[src/rtl/sfe_pkg.sv]
// Package for the serial frame encoder: phase codes, CRC control struct,
// configuration indexes and the CRC-8/CRC-16 byte update functions.
// No dependencies.
package sfe_pkg;

    localparam int CFG_IDX_W = 1;
    localparam logic [CFG_IDX_W-1:0] CFG_SOF = 1'd0;
    localparam logic [CFG_IDX_W-1:0] CFG_CMD = 1'd1;

    localparam logic [7:0]  SOF_RESET   = 8'hA5;
    localparam logic [15:0] CMD_RESET   = 16'h0301;
    localparam logic [7:0]  CRC8_INIT   = 8'hFF;
    localparam logic [15:0] CRC16_INIT  = 16'hFFFF;
    localparam logic [7:0]  CRC8_POLY   = 8'h8C;
    localparam logic [15:0] CRC16_POLY  = 16'h8408;

    typedef enum logic [9:0] {
        PH_SOF    = 10'b00_0000_0001,
        PH_LEN_LO = 10'b00_0000_0010,
        PH_LEN_HI = 10'b00_0000_0100,
        PH_SEQ    = 10'b00_0000_1000,
        PH_CRC8   = 10'b00_0001_0000,
        PH_CMD_LO = 10'b00_0010_0000,
        PH_CMD_HI = 10'b00_0100_0000,
        PH_DATA   = 10'b00_1000_0000,
        PH_CRC_LO = 10'b01_0000_0000,
        PH_CRC_HI = 10'b10_0000_0000
    } t_phase;

    typedef struct packed {
        logic fold16;   // fold emitted byte into CRC-16
        logic fold8;    // fold emitted byte into CRC-8
        logic restart;  // start both CRCs from init
        logic clear16;  // trailer done, CRC-16 back to init
    } t_crc_ctl;

    function automatic logic [7:0] crc8_byte(input logic [7:0] crc, input logic [7:0] b);
        logic [7:0] c;
        c = crc ^ b;
        for (int k = 0; k < 8; k++) begin
            c = c[0] ? ((c >> 1) ^ CRC8_POLY) : (c >> 1);
        end
        return c;
    endfunction

    function automatic logic [15:0] crc16_byte(input logic [15:0] crc, input logic [7:0] b);
        logic [15:0] c;
        c = crc ^ {8'h00, b};
        for (int k = 0; k < 8; k++) begin
            c = c[0] ? ((c >> 1) ^ CRC16_POLY) : (c >> 1);
        end
        return c;
    endfunction

endpackage

[src/rtl/serial_frame_encoder_crc8_crc16.sv]
// Serial frame encoder: header with CRC-8, command id, payload, CRC-16 trailer.
// Throughput: one output byte per cycle while m_axis_tready allows it, set by the single output register;
// a plain payload word gives 1 byte, a first word 8, a last word 3, both 10.
// Reset (synchronous, active low): sequence number 0, CRC-16 0xFFFF, defaults
// 0xA5 / 0x0301 in the config registers, both channels empty.
module serial_frame_encoder_crc8_crc16 (
    input  logic                         i_clk,
    input  logic                         i_rst_n,
    input  logic                         i_cfg_we,
    input  logic [sfe_pkg::CFG_IDX_W-1:0] i_cfg_index,
    input  logic [15:0]                  i_cfg_data,
    input  logic                         s_axis_tvalid,
    output logic                         s_axis_tready,
    input  logic [23:0]                  s_axis_tdata,  // [7:0] payload_byte, [23:8] payload_length
    input  logic                         s_axis_tlast,  // last_byte
    input  logic                         s_axis_tuser,  // first_byte
    output logic                         m_axis_tvalid,
    input  logic                         m_axis_tready,
    output logic [7:0]                   m_axis_tdata,  // [7:0] tx_byte
    output logic                         m_axis_tlast   // run_end
);
    import sfe_pkg::*;

    logic [7:0]  r_sof, r_seq, r_data;
    logic [15:0] r_cmd, r_len;
    logic        r_last, r_busy;
    t_phase      r_phase, n_phase;
    logic [7:0]  w_byte, w_crc8;
    logic [15:0] w_crc16;
    logic        w_emit, w_final, w_in_acc, w_hdr;
    t_crc_ctl    w_ctl;

    assign w_emit   = r_busy && (!m_axis_tvalid || m_axis_tready);
    assign w_final  = (r_phase == PH_DATA && !r_last) || r_phase == PH_CRC_HI;
    assign s_axis_tready = !r_busy || (w_emit && w_final);
    assign w_in_acc = s_axis_tvalid && s_axis_tready;
    assign w_hdr    = r_phase == PH_SOF || r_phase == PH_LEN_LO ||
                      r_phase == PH_LEN_HI || r_phase == PH_SEQ;

    always_comb begin
        w_ctl.fold16  = w_emit && r_phase != PH_CRC_LO && r_phase != PH_CRC_HI;
        w_ctl.fold8   = w_emit && w_hdr;
        w_ctl.restart = r_phase == PH_SOF;
        w_ctl.clear16 = w_emit && r_phase == PH_CRC_HI;
    end

    sfe_crc u_crc (
        .i_clk   (i_clk),
        .i_rst_n (i_rst_n),
        .i_ctl   (w_ctl),
        .i_byte  (w_byte),
        .o_crc16 (w_crc16),
        .o_crc8  (w_crc8)
    );

    always_comb begin
        unique case (r_phase)
            PH_SOF:    begin w_byte = r_sof;          n_phase = PH_LEN_LO; end
            PH_LEN_LO: begin w_byte = r_len[7:0];     n_phase = PH_LEN_HI; end
            PH_LEN_HI: begin w_byte = r_len[15:8];    n_phase = PH_SEQ;    end
            PH_SEQ:    begin w_byte = r_seq;          n_phase = PH_CRC8;   end
            PH_CRC8:   begin w_byte = w_crc8;         n_phase = PH_CMD_LO; end
            PH_CMD_LO: begin w_byte = r_cmd[7:0];     n_phase = PH_CMD_HI; end
            PH_CMD_HI: begin w_byte = r_cmd[15:8];    n_phase = PH_DATA;   end
            PH_DATA:   begin w_byte = r_data;         n_phase = PH_CRC_LO; end
            PH_CRC_LO: begin w_byte = w_crc16[7:0];   n_phase = PH_CRC_HI; end
            PH_CRC_HI: begin w_byte = w_crc16[15:8];  n_phase = PH_DATA;   end
            default:   begin w_byte = r_data;         n_phase = PH_DATA;   end
        endcase
    end

    always_ff @(posedge i_clk) begin
        if (!i_rst_n) begin
            r_sof <= SOF_RESET;
            r_cmd <= CMD_RESET;
        end else if (i_cfg_we) begin
            unique case (i_cfg_index)
                CFG_SOF: r_sof <= i_cfg_data[7:0];
                CFG_CMD: r_cmd <= i_cfg_data;
                default: ;
            endcase
        end
    end

    always_ff @(posedge i_clk) begin
        if (w_in_acc) begin
            r_data <= s_axis_tdata[7:0];
            r_len  <= s_axis_tdata[23:8];
            r_last <= s_axis_tlast;
        end
        if (w_emit) begin
            m_axis_tdata <= w_byte;
            m_axis_tlast <= w_final;
        end
    end

    always_ff @(posedge i_clk) begin
        if (!i_rst_n) begin
            r_busy        <= 1'b0;
            r_phase       <= PH_DATA;
            r_seq         <= 8'd0;
            m_axis_tvalid <= 1'b0;
        end else begin
            if (w_in_acc) begin
                r_busy  <= 1'b1;
                r_phase <= s_axis_tuser ? PH_SOF : PH_DATA;
            end else if (w_emit) begin
                if (w_final) begin
                    r_busy <= 1'b0;
                end
                r_phase <= n_phase;
            end
            if (w_emit && r_phase == PH_CRC_HI) begin
                r_seq <= r_seq + 8'd1;
            end
            if (w_emit) begin
                m_axis_tvalid <= 1'b1;
            end else if (m_axis_tready) begin
                m_axis_tvalid <= 1'b0;
            end
        end
    end

`ifndef SYNTH
    a_idle_after_final: assert property (@(posedge i_clk) disable iff (!i_rst_n)
        (w_emit && w_final && !w_in_acc) |=> !r_busy)
        else $error("item not retired after final byte");
    a_seq_step: assert property (@(posedge i_clk) disable iff (!i_rst_n)
        (w_emit && r_phase == PH_CRC_HI) |=> r_seq == $past(r_seq) + 8'd1)
        else $error("sequence number did not advance on trailer");
    a_hdr_start: assert property (@(posedge i_clk) disable iff (!i_rst_n)
        (w_in_acc && s_axis_tuser) |=> (r_busy && r_phase == PH_SOF))
        else $error("first word did not start a header");
    a_emit_valid: assert property (@(posedge i_clk) disable iff (!i_rst_n)
        w_emit |=> m_axis_tvalid && m_axis_tlast == $past(w_final))
        else $error("emitted byte not presented");
`endif

endmodule

[src/rtl/sfe_crc.sv]
// Running reflected CRC-8 (poly 0x31, init 0xFF, header) and CRC-16/MCRF4XX (frame) registers.
// Depends on sfe_pkg.
module sfe_crc (
    input  logic              i_clk,
    input  logic              i_rst_n,
    input  sfe_pkg::t_crc_ctl i_ctl,
    input  logic [7:0]        i_byte,
    output logic [15:0]       o_crc16,
    output logic [7:0]        o_crc8
);
    import sfe_pkg::*;

    logic [15:0] r_crc16, n_crc16;
    logic [7:0]  r_crc8, n_crc8;
    logic [15:0] w_base16;
    logic [7:0]  w_base8;

    always_comb begin
        w_base16 = i_ctl.restart ? CRC16_INIT : r_crc16;
        w_base8  = i_ctl.restart ? CRC8_INIT : r_crc8;
        if (i_ctl.clear16) begin
            n_crc16 = CRC16_INIT;
        end else if (i_ctl.fold16) begin
            n_crc16 = crc16_byte(w_base16, i_byte);
        end else begin
            n_crc16 = r_crc16;
        end
        n_crc8 = i_ctl.fold8 ? crc8_byte(w_base8, i_byte) : r_crc8;
    end

    always_ff @(posedge i_clk) begin
        if (!i_rst_n) begin
            r_crc16 <= CRC16_INIT;
            r_crc8  <= CRC8_INIT;
        end else begin
            r_crc16 <= n_crc16;
            r_crc8  <= n_crc8;
        end
    end

    assign o_crc16 = r_crc16;
    assign o_crc8  = r_crc8;

endmodule

[config.mk]
export PLATFORM = sky130hd
export DESIGN_NAME = serial_frame_encoder_crc8_crc16
export DESIGN_NICKNAME = d
export VERILOG_FILES = /design/src/rtl/sfe_pkg.sv /design/src/rtl/serial_frame_encoder_crc8_crc16.sv /design/src/rtl/sfe_crc.sv
export SDC_FILE = /design/constraint.sdc
export NUM_CORES = 1
export LEC_CHECK = 0
export ABC_AREA = 1
export ABC_CLOCK_PERIOD_IN_PS = 3000
export BUFFER_PORTS_ARGS = -buffer_cell sky130_fd_sc_hd__buf_4
export CAP_MARGIN = 20
export CORE_ASPECT_RATIO = 1.75
export CORE_MARGIN = 2
export CORE_UTILIZATION = 28
export DETAILED_ROUTE_END_ITERATION = 10
export GPL_ROUTABILITY_DRIVEN = 0
export GPL_TIMING_DRIVEN = 0
export PLACE_DENSITY = 0.53
export SKIP_CTS_REPAIR_TIMING = 1
export SYNTH_ARGS = -nofsm -noshare
export SYNTH_HDL_FRONTEND = slang
export SYNTH_SLANG_ARGS = --single-unit
[constraint.sdc]
create_clock -name i_clk -period 3 [get_ports i_clk]
set_input_delay 0.6 -clock i_clk [delete_from_list [all_inputs] [get_ports i_clk]]
set_output_delay 0.6 -clock i_clk [all_outputs]
set_load 0.02 [all_outputs]
-- Yosys cells after proc, flatten, opt, wreduce, memory -nomap -nowiden
Cells that the tools add are included.
- add/subtract/negate cells: 1
- equality and inequality tests: 12
- multiplexer cells: 28
- bitwise logic cells: 20
- reductions and logical operators: 24
- operators by type and width (operator ; count):
    2-to-1 mux 16 bit ; 9
    2-to-1 mux 8 bit ; 10
    case mux 10 bit (8 select lines) ; 1
    case mux 8 bit (9 select lines) ; 1
    NOT 2 -> 3 bit ; 16
    2-to-1 mux 10 bit ; 2
    bitwise XOR 16 x 8 -> 16 bit ; 1
    equality test 10 x 1 -> 1 bit (second input constant) ; 1
    equality test 10 bit (second input constant) ; 1
    equality test 10 x 2 -> 1 bit (second input constant) ; 1
    equality test 10 x 3 -> 1 bit (second input constant) ; 1
    equality test 10 x 4 -> 1 bit (second input constant) ; 1
    equality test 10 x 5 -> 1 bit (second input constant) ; 1
    equality test 10 x 6 -> 1 bit (second input constant) ; 1
    equality test 10 x 7 -> 1 bit (second input constant) ; 1
    equality test 10 x 8 -> 1 bit (second input constant) ; 1
    equality test 10 x 9 -> 1 bit (second input constant) ; 1
    inequality test 10 bit (second input constant) ; 1
    inequality test 10 x 9 -> 1 bit (second input constant) ; 1
    adder 8 x 1 -> 8 bit (second input constant) ; 1
    logical AND 1 bit ; 8
    bitwise XOR 8 bit ; 1
    logical OR 1 bit ; 6
    AND reduction 2 bit ; 3
    other kinds (5) ; 14
- register bits after elaboration: 102
- output and inout bits: 11

-- Depth between registers and ports, before layout
- depth in word-level cells: 19
- mapped depth: 23
- mapped depth without buffers: 21

-- Cells and area by module
From an unflattened synthesis, not the netlist that was laid out.
- cell total of the unflattened synthesis: 715
- area total of the unflattened synthesis: 5313.8 um^2
- modules (own cells, without submodules) (module ; times used ; cells each ; area an instance (um^2) ; seq. area each (um^2)):
    serial_frame_encoder_crc8_crc16 ; 1 ; 472 ; 3739.8 ; 1901.8
    sfe_crc ; 1 ; 243 ; 1574.0 ; 480.5

-- Worst setup path after synthesis
OpenSTA, ideal clock, no wires.
- kind: register to register
- from: register r_phase[4]
- to: register r_phase[2]
- library setup time: 155 ps
- arrival time: 2778 ps
- path slack: 67 ps
- cell stages (with the launch flop): 13
- clock period less this slack: 2933 ps
- path through: dfxtp_1 > nor2_4 > nand2_4 > buf_12 > nor2_4 > buf_6 > nand2_2 > o21ai_0 > a21oi_1 > nor2_1 > inv_1 > nand2_1 > a211oi_1
- longest elaborated chain between the ends: 7
- elaborated cells between the ends (all ways): 18
- ends and longest elaborated chain (element ; RTL line ; source):
    start, declared ; serial_frame_encoder_crc8_crc16.sv:27 ; t_phase r_phase, n_phase;
    start signal, assigned ; serial_frame_encoder_crc8_crc16.sv:106 ; r_phase <= s_axis_tuser ? PH_SOF : PH_DATA;
    start signal, assigned ; serial_frame_encoder_crc8_crc16.sv:111 ; r_phase <= n_phase;
    equality test 10 x 8 -> 1 bit ; serial_frame_encoder_crc8_crc16.sv:34 ; assign w_final = (r_phase == PH_DATA && !r_last) || r_phase == PH_CRC_HI;
    logical AND 1 bit ; serial_frame_encoder_crc8_crc16.sv:34 ;
    logical OR 1 bit (*) ; serial_frame_encoder_crc8_crc16.sv:34 ;
    net w_final ; serial_frame_encoder_crc8_crc16.sv:30 ; logic w_emit, w_final, w_in_acc, w_hdr;
    logical AND 1 bit (*) ; serial_frame_encoder_crc8_crc16.sv:35 ; assign s_axis_tready = !r_busy || (w_emit && w_final);
    logical OR 1 bit (*) ; serial_frame_encoder_crc8_crc16.sv:35 ;
    logical AND 1 bit (*) ; serial_frame_encoder_crc8_crc16.sv:36 ; assign w_in_acc = s_axis_tvalid && s_axis_tready;
    net w_in_acc ; serial_frame_encoder_crc8_crc16.sv:30 ;
    2-to-1 mux 10 bit or nonzero test 2 bit (tied branches) ; - ;
Mark *: on every way through the listed nets, which the timed path passes. The rest lies on a longest branch. The select of a mux whose other input is x is not followed.
A chain may end at the register's enable or synchronous reset.

-- Worst setup path in the final report
- from: register r_phase[4]
- to: output s_axis_tready
- longest elaborated chain between the ends: 5
- elaborated cells between the ends (all ways): 6
- ends and longest elaborated chain (element ; RTL line ; source):
    equality test 10 x 8 -> 1 bit ; serial_frame_encoder_crc8_crc16.sv:34 ;
    logical AND 1 bit ; serial_frame_encoder_crc8_crc16.sv:34 ;
    logical OR 1 bit (*) ; serial_frame_encoder_crc8_crc16.sv:34 ;
    net w_final ; serial_frame_encoder_crc8_crc16.sv:30 ;
    logical AND 1 bit (*) ; serial_frame_encoder_crc8_crc16.sv:35 ;
    logical OR 1 bit (*) ; serial_frame_encoder_crc8_crc16.sv:35 ;
    end, declared ; serial_frame_encoder_crc8_crc16.sv:13 ; output logic s_axis_tready,
Mark *: on every way through the listed nets, which the timed path passes. The rest lies on a longest branch.

==> summary.txt <==
Yosys
  • Synth cell types: 46
  • Part of the Yosys area used for sequential elements: 42.8%
  • Synth Register Bits: 102
  • FFs w/ async S/R, synth: 0%
  • EDFF count, synth: 34
  • Mapped Cells: 722
  • Synthesized Nets: 771
  • Ys flop type: dfxtp_1
  • Cell Area, Synth: 5570 um^2
  • YS warnings: 0
  • Syn Area/Cell: 7.71 um^2

Clocking
  • Reg clk slew, reported paths: 0.08 ns
  • Num CTS Buffers: 9
  • CTS sink count: 102
  • CTS tree: yes
  • Clock Tree Buf Depth: 2
  • CTS Root Cell: clkbuf_16
  • Clock latency on the worst-skew pair: 0.36 ns
  • CTS H-tree depth: 3

Hold path
  • Hold depth: 1
  • Hold Crit Start: s_axis_tdata[17]
  • Worst hold endpoint: r_len[9]
  • Hold/Removal Path Class: primary input to flip-flop

Worst setup path
  • Crit-path max FO: 10
  • CP Data Required Time: 2.40 ns
  • Reg2reg setup slack: 0.25 ns
  • CP max stage cell: dfxtp_1
  • Crit end category: primary output
  • Max stage delay on crit path: 0.43 ns
  • Worst Reg2Reg Path Length in Cells: 7
  • Startpoint Class: flip-flop
  • FF-to-FF Start: r_phase[0]
  • Arrival time at the worst endpoint: 2.22 ns
  • CP dominant cell by count: nor2_4
  • CP Launch Point: r_phase[4]
  • Cells along the critical path: nor2_4 > nand2_4 > buf_12 > nor2_4 > buf_6 > nand2_2 > o21ai_0 > a21oi_2 > inv_1 > buf_4
  • R2R Path End: r_last
  • Crit Path Category: flip-flop to primary output

Timing
  • Final Hold Fails: 0
  • Worst slew pin tran: 0.977 ns
  • Max-slew violations: 0
  • Max Fclk: 354 MHz
  • Post-route setup slack: 0.176 ns
  • Fin crit period: 2.82 ns
  • Period utilisation layout: 94.1%
  • Max-slew headroom: 34.9%
  • Worst hold slack: 0.409 ns
  • Skew final: 0.0107 ns
  • Final setup viols: 0
  • RSZ-0062 raised after global routing: no

Pwr
  • PwrDens: 550 nW/um^2
  • Leakage power: 0.00277 uW
  • Max VDD drop: 0.000250 V

Final layout
  • Area of the multi-input gates: 2820 um^2
  • Synth-to-layout area growth: 18.7%
  • N_diodes: 0
  • Reg area: 2380 um^2
  • Fin util: 33.6%
  • Highest-count cells in the layout ignoring fill and taps: 155 x nand2_1, 90 x nor2_1, 89 x nand3_1
  • Most common cell after layout, fill and taps aside: nand2_1
  • Post-Layout Inst Area: 6610 um^2
  • Share of layout cells above drive strength 1: 19.4%
  • Nets: 841
  • Final non-filler cell total: 1,042
  • Fillers: 2,072

Floorplan
  • FP Rows: 68
  • Die W: 111 um
  • Initial Utilization: 28.3%
  • Die Y: 191 um
  • Core footprint: 19,700 um^2
  • I/O pin count: 59
  • Die Footprint: 21,100 um^2

Detailed routing
  • Via density: 4.77
  • Drt first pass iters: 6
  • DR DRC count: 0
  • ANT nets after route: 0
  • DR iter-0 viols: 256
  • Via count: 4,968
  • Drt wl/cell: 16.7 um
  • WL final: 17.4 mm

Global route
  • Busiest grt layer: met2
  • Met3 Usage GRT: 1.91%
  • Initial antenna violation count: 0
  • Met2 usage: 31.2%
  • Vias in the first global route: 4,884
  • Remaining Overflow, GRT: 0
  • First-pass GRT wire length: 26.3 mm
  • Tot GR Track Use: 16.4%
  • Met1 Track Usage GR: 16.4%
  • Largest net degree at the start of global routing: 29

Placed design
  • Placed Area: 6320 um^2
  • Detailed Place HPWL: 13.7 mm
  • Port Buf Inserts: 58
  • Placed insts: 1,025
  • Pre-CTS setup slack: 0.0226 ns

Status
  • Status: finished, final reports clean

Job
  • Max Cap Viol: 0
[power breakdown]
part	total [uW]	switching, uW	internal (uW)
combinational	887	568	318
clock	1150	574	576
sequential	1600	65.2	1530
[layer usage]
layer  wire length (um)  up-vias  part of all wire, %
li1                   -     2519                    -
met1               6410     2310                   37
met2               9550       99                   55
met3                389       40                  2.2
met4               1020        0                  5.9
met5                  0        -                    0
[logic make-up (layout without fill, tap and decap cells)]
| family | after synthesis | in the layout | synth area share, % |
|---|---|---|---|
| AOI/OAI and AO/OA | 98 | 98 | 9.35 |
| xor gates and xnor gates | 17 | 17 | 4.16 |
| adders and majority gates | 1 | 1 | 0.225 |
| buffers and inverters | 87 | 161 | 6.90 |
| DFF | 102 | 102 | 42.8 |
| and+or+nand+nor | 417 | 418 | 36.6 |
[stage by stage]
stage / setup TNS (ns) / total power (uW)
after floorplan: 0 / 2240
after global placement: -34.09 / 2510
after detailed placement: 0 / 2510
after CTS: 0 / 3670
after global routing: 0 / 3830
final: 0 / 3630
[worst max-delay path by stage]
stage	slack, ns	to
floorplan	0.07	r_phase[2]
global placement	-1.23	r_phase[2]
detailed placement	0.02	r_phase[2]
CTS	0.02	r_phase[2]
global route	0.01	s_axis_tready
finish	0.18	s_axis_tready
[registers in the layout, indices dropped and copies added (netlist names), 8 cells and up]
register       cells
r_data             8
u_crc.o_crc8       8
r_len             16
r_phase           10
u_crc.o_crc16     16
r_seq              8
m_axis_tdata       8
r_sof              8
r_cmd             16
[synth_stat cells, types with 3 or more instances]
master / count / area share (%)
nand2_1: 155 / 10
nand4_1: 8 / 0.90
nand3_2: 3 / 0.54
nor2_1: 91 / 6.1
nand3b_1: 4 / 0.54
nor2_4: 11 / 2.2
buf_6: 4 / 0.81
edfxtp_1: 34 / 18
xor2_1: 6 / 0.94
nand3_1: 89 / 8.0
o21ai_0: 44 / 4.0
dfxtp_1: 68 / 24
nor2_2: 8 / 0.90
nand2_2: 17 / 1.9
clkbuf_1: 11 / 0.74
xnor2_2: 4 / 1.2
inv_1: 60 / 4.0
a211oi_1: 6 / 0.81
nor3_1: 12 / 1.1
a21oi_1: 38 / 3.4
o21ai_1: 4 / 0.36
nand2_4: 8 / 1.6
xnor2_1: 3 / 0.47
inv_2: 6 / 0.40
[worst max-delay path: cells and delay by family, from the launching register on]
| family | cells | cell delay [ns] |
|---|---|---|
| AOI/OAI and AO/OA | 2 | 0.54 |
| buffers and inverters | 4 | 0.58 |
| DFF | 1 | 0.43 |
| and+or+nand+nor | 4 | 0.33 |
[area by class of cell]
cell class	count	share of cell area [%]
clock inverters	7	0.852
repair buffers	58	6.59
plain buffers	17	1.72
inverters	70	4.09
well taps	245	4.64
multi-input cells	534	42.7
flip-flops and latches	102	36.0
clock buffers	9	3.41
No activity file was read; power rests on OpenSTA's default activity.
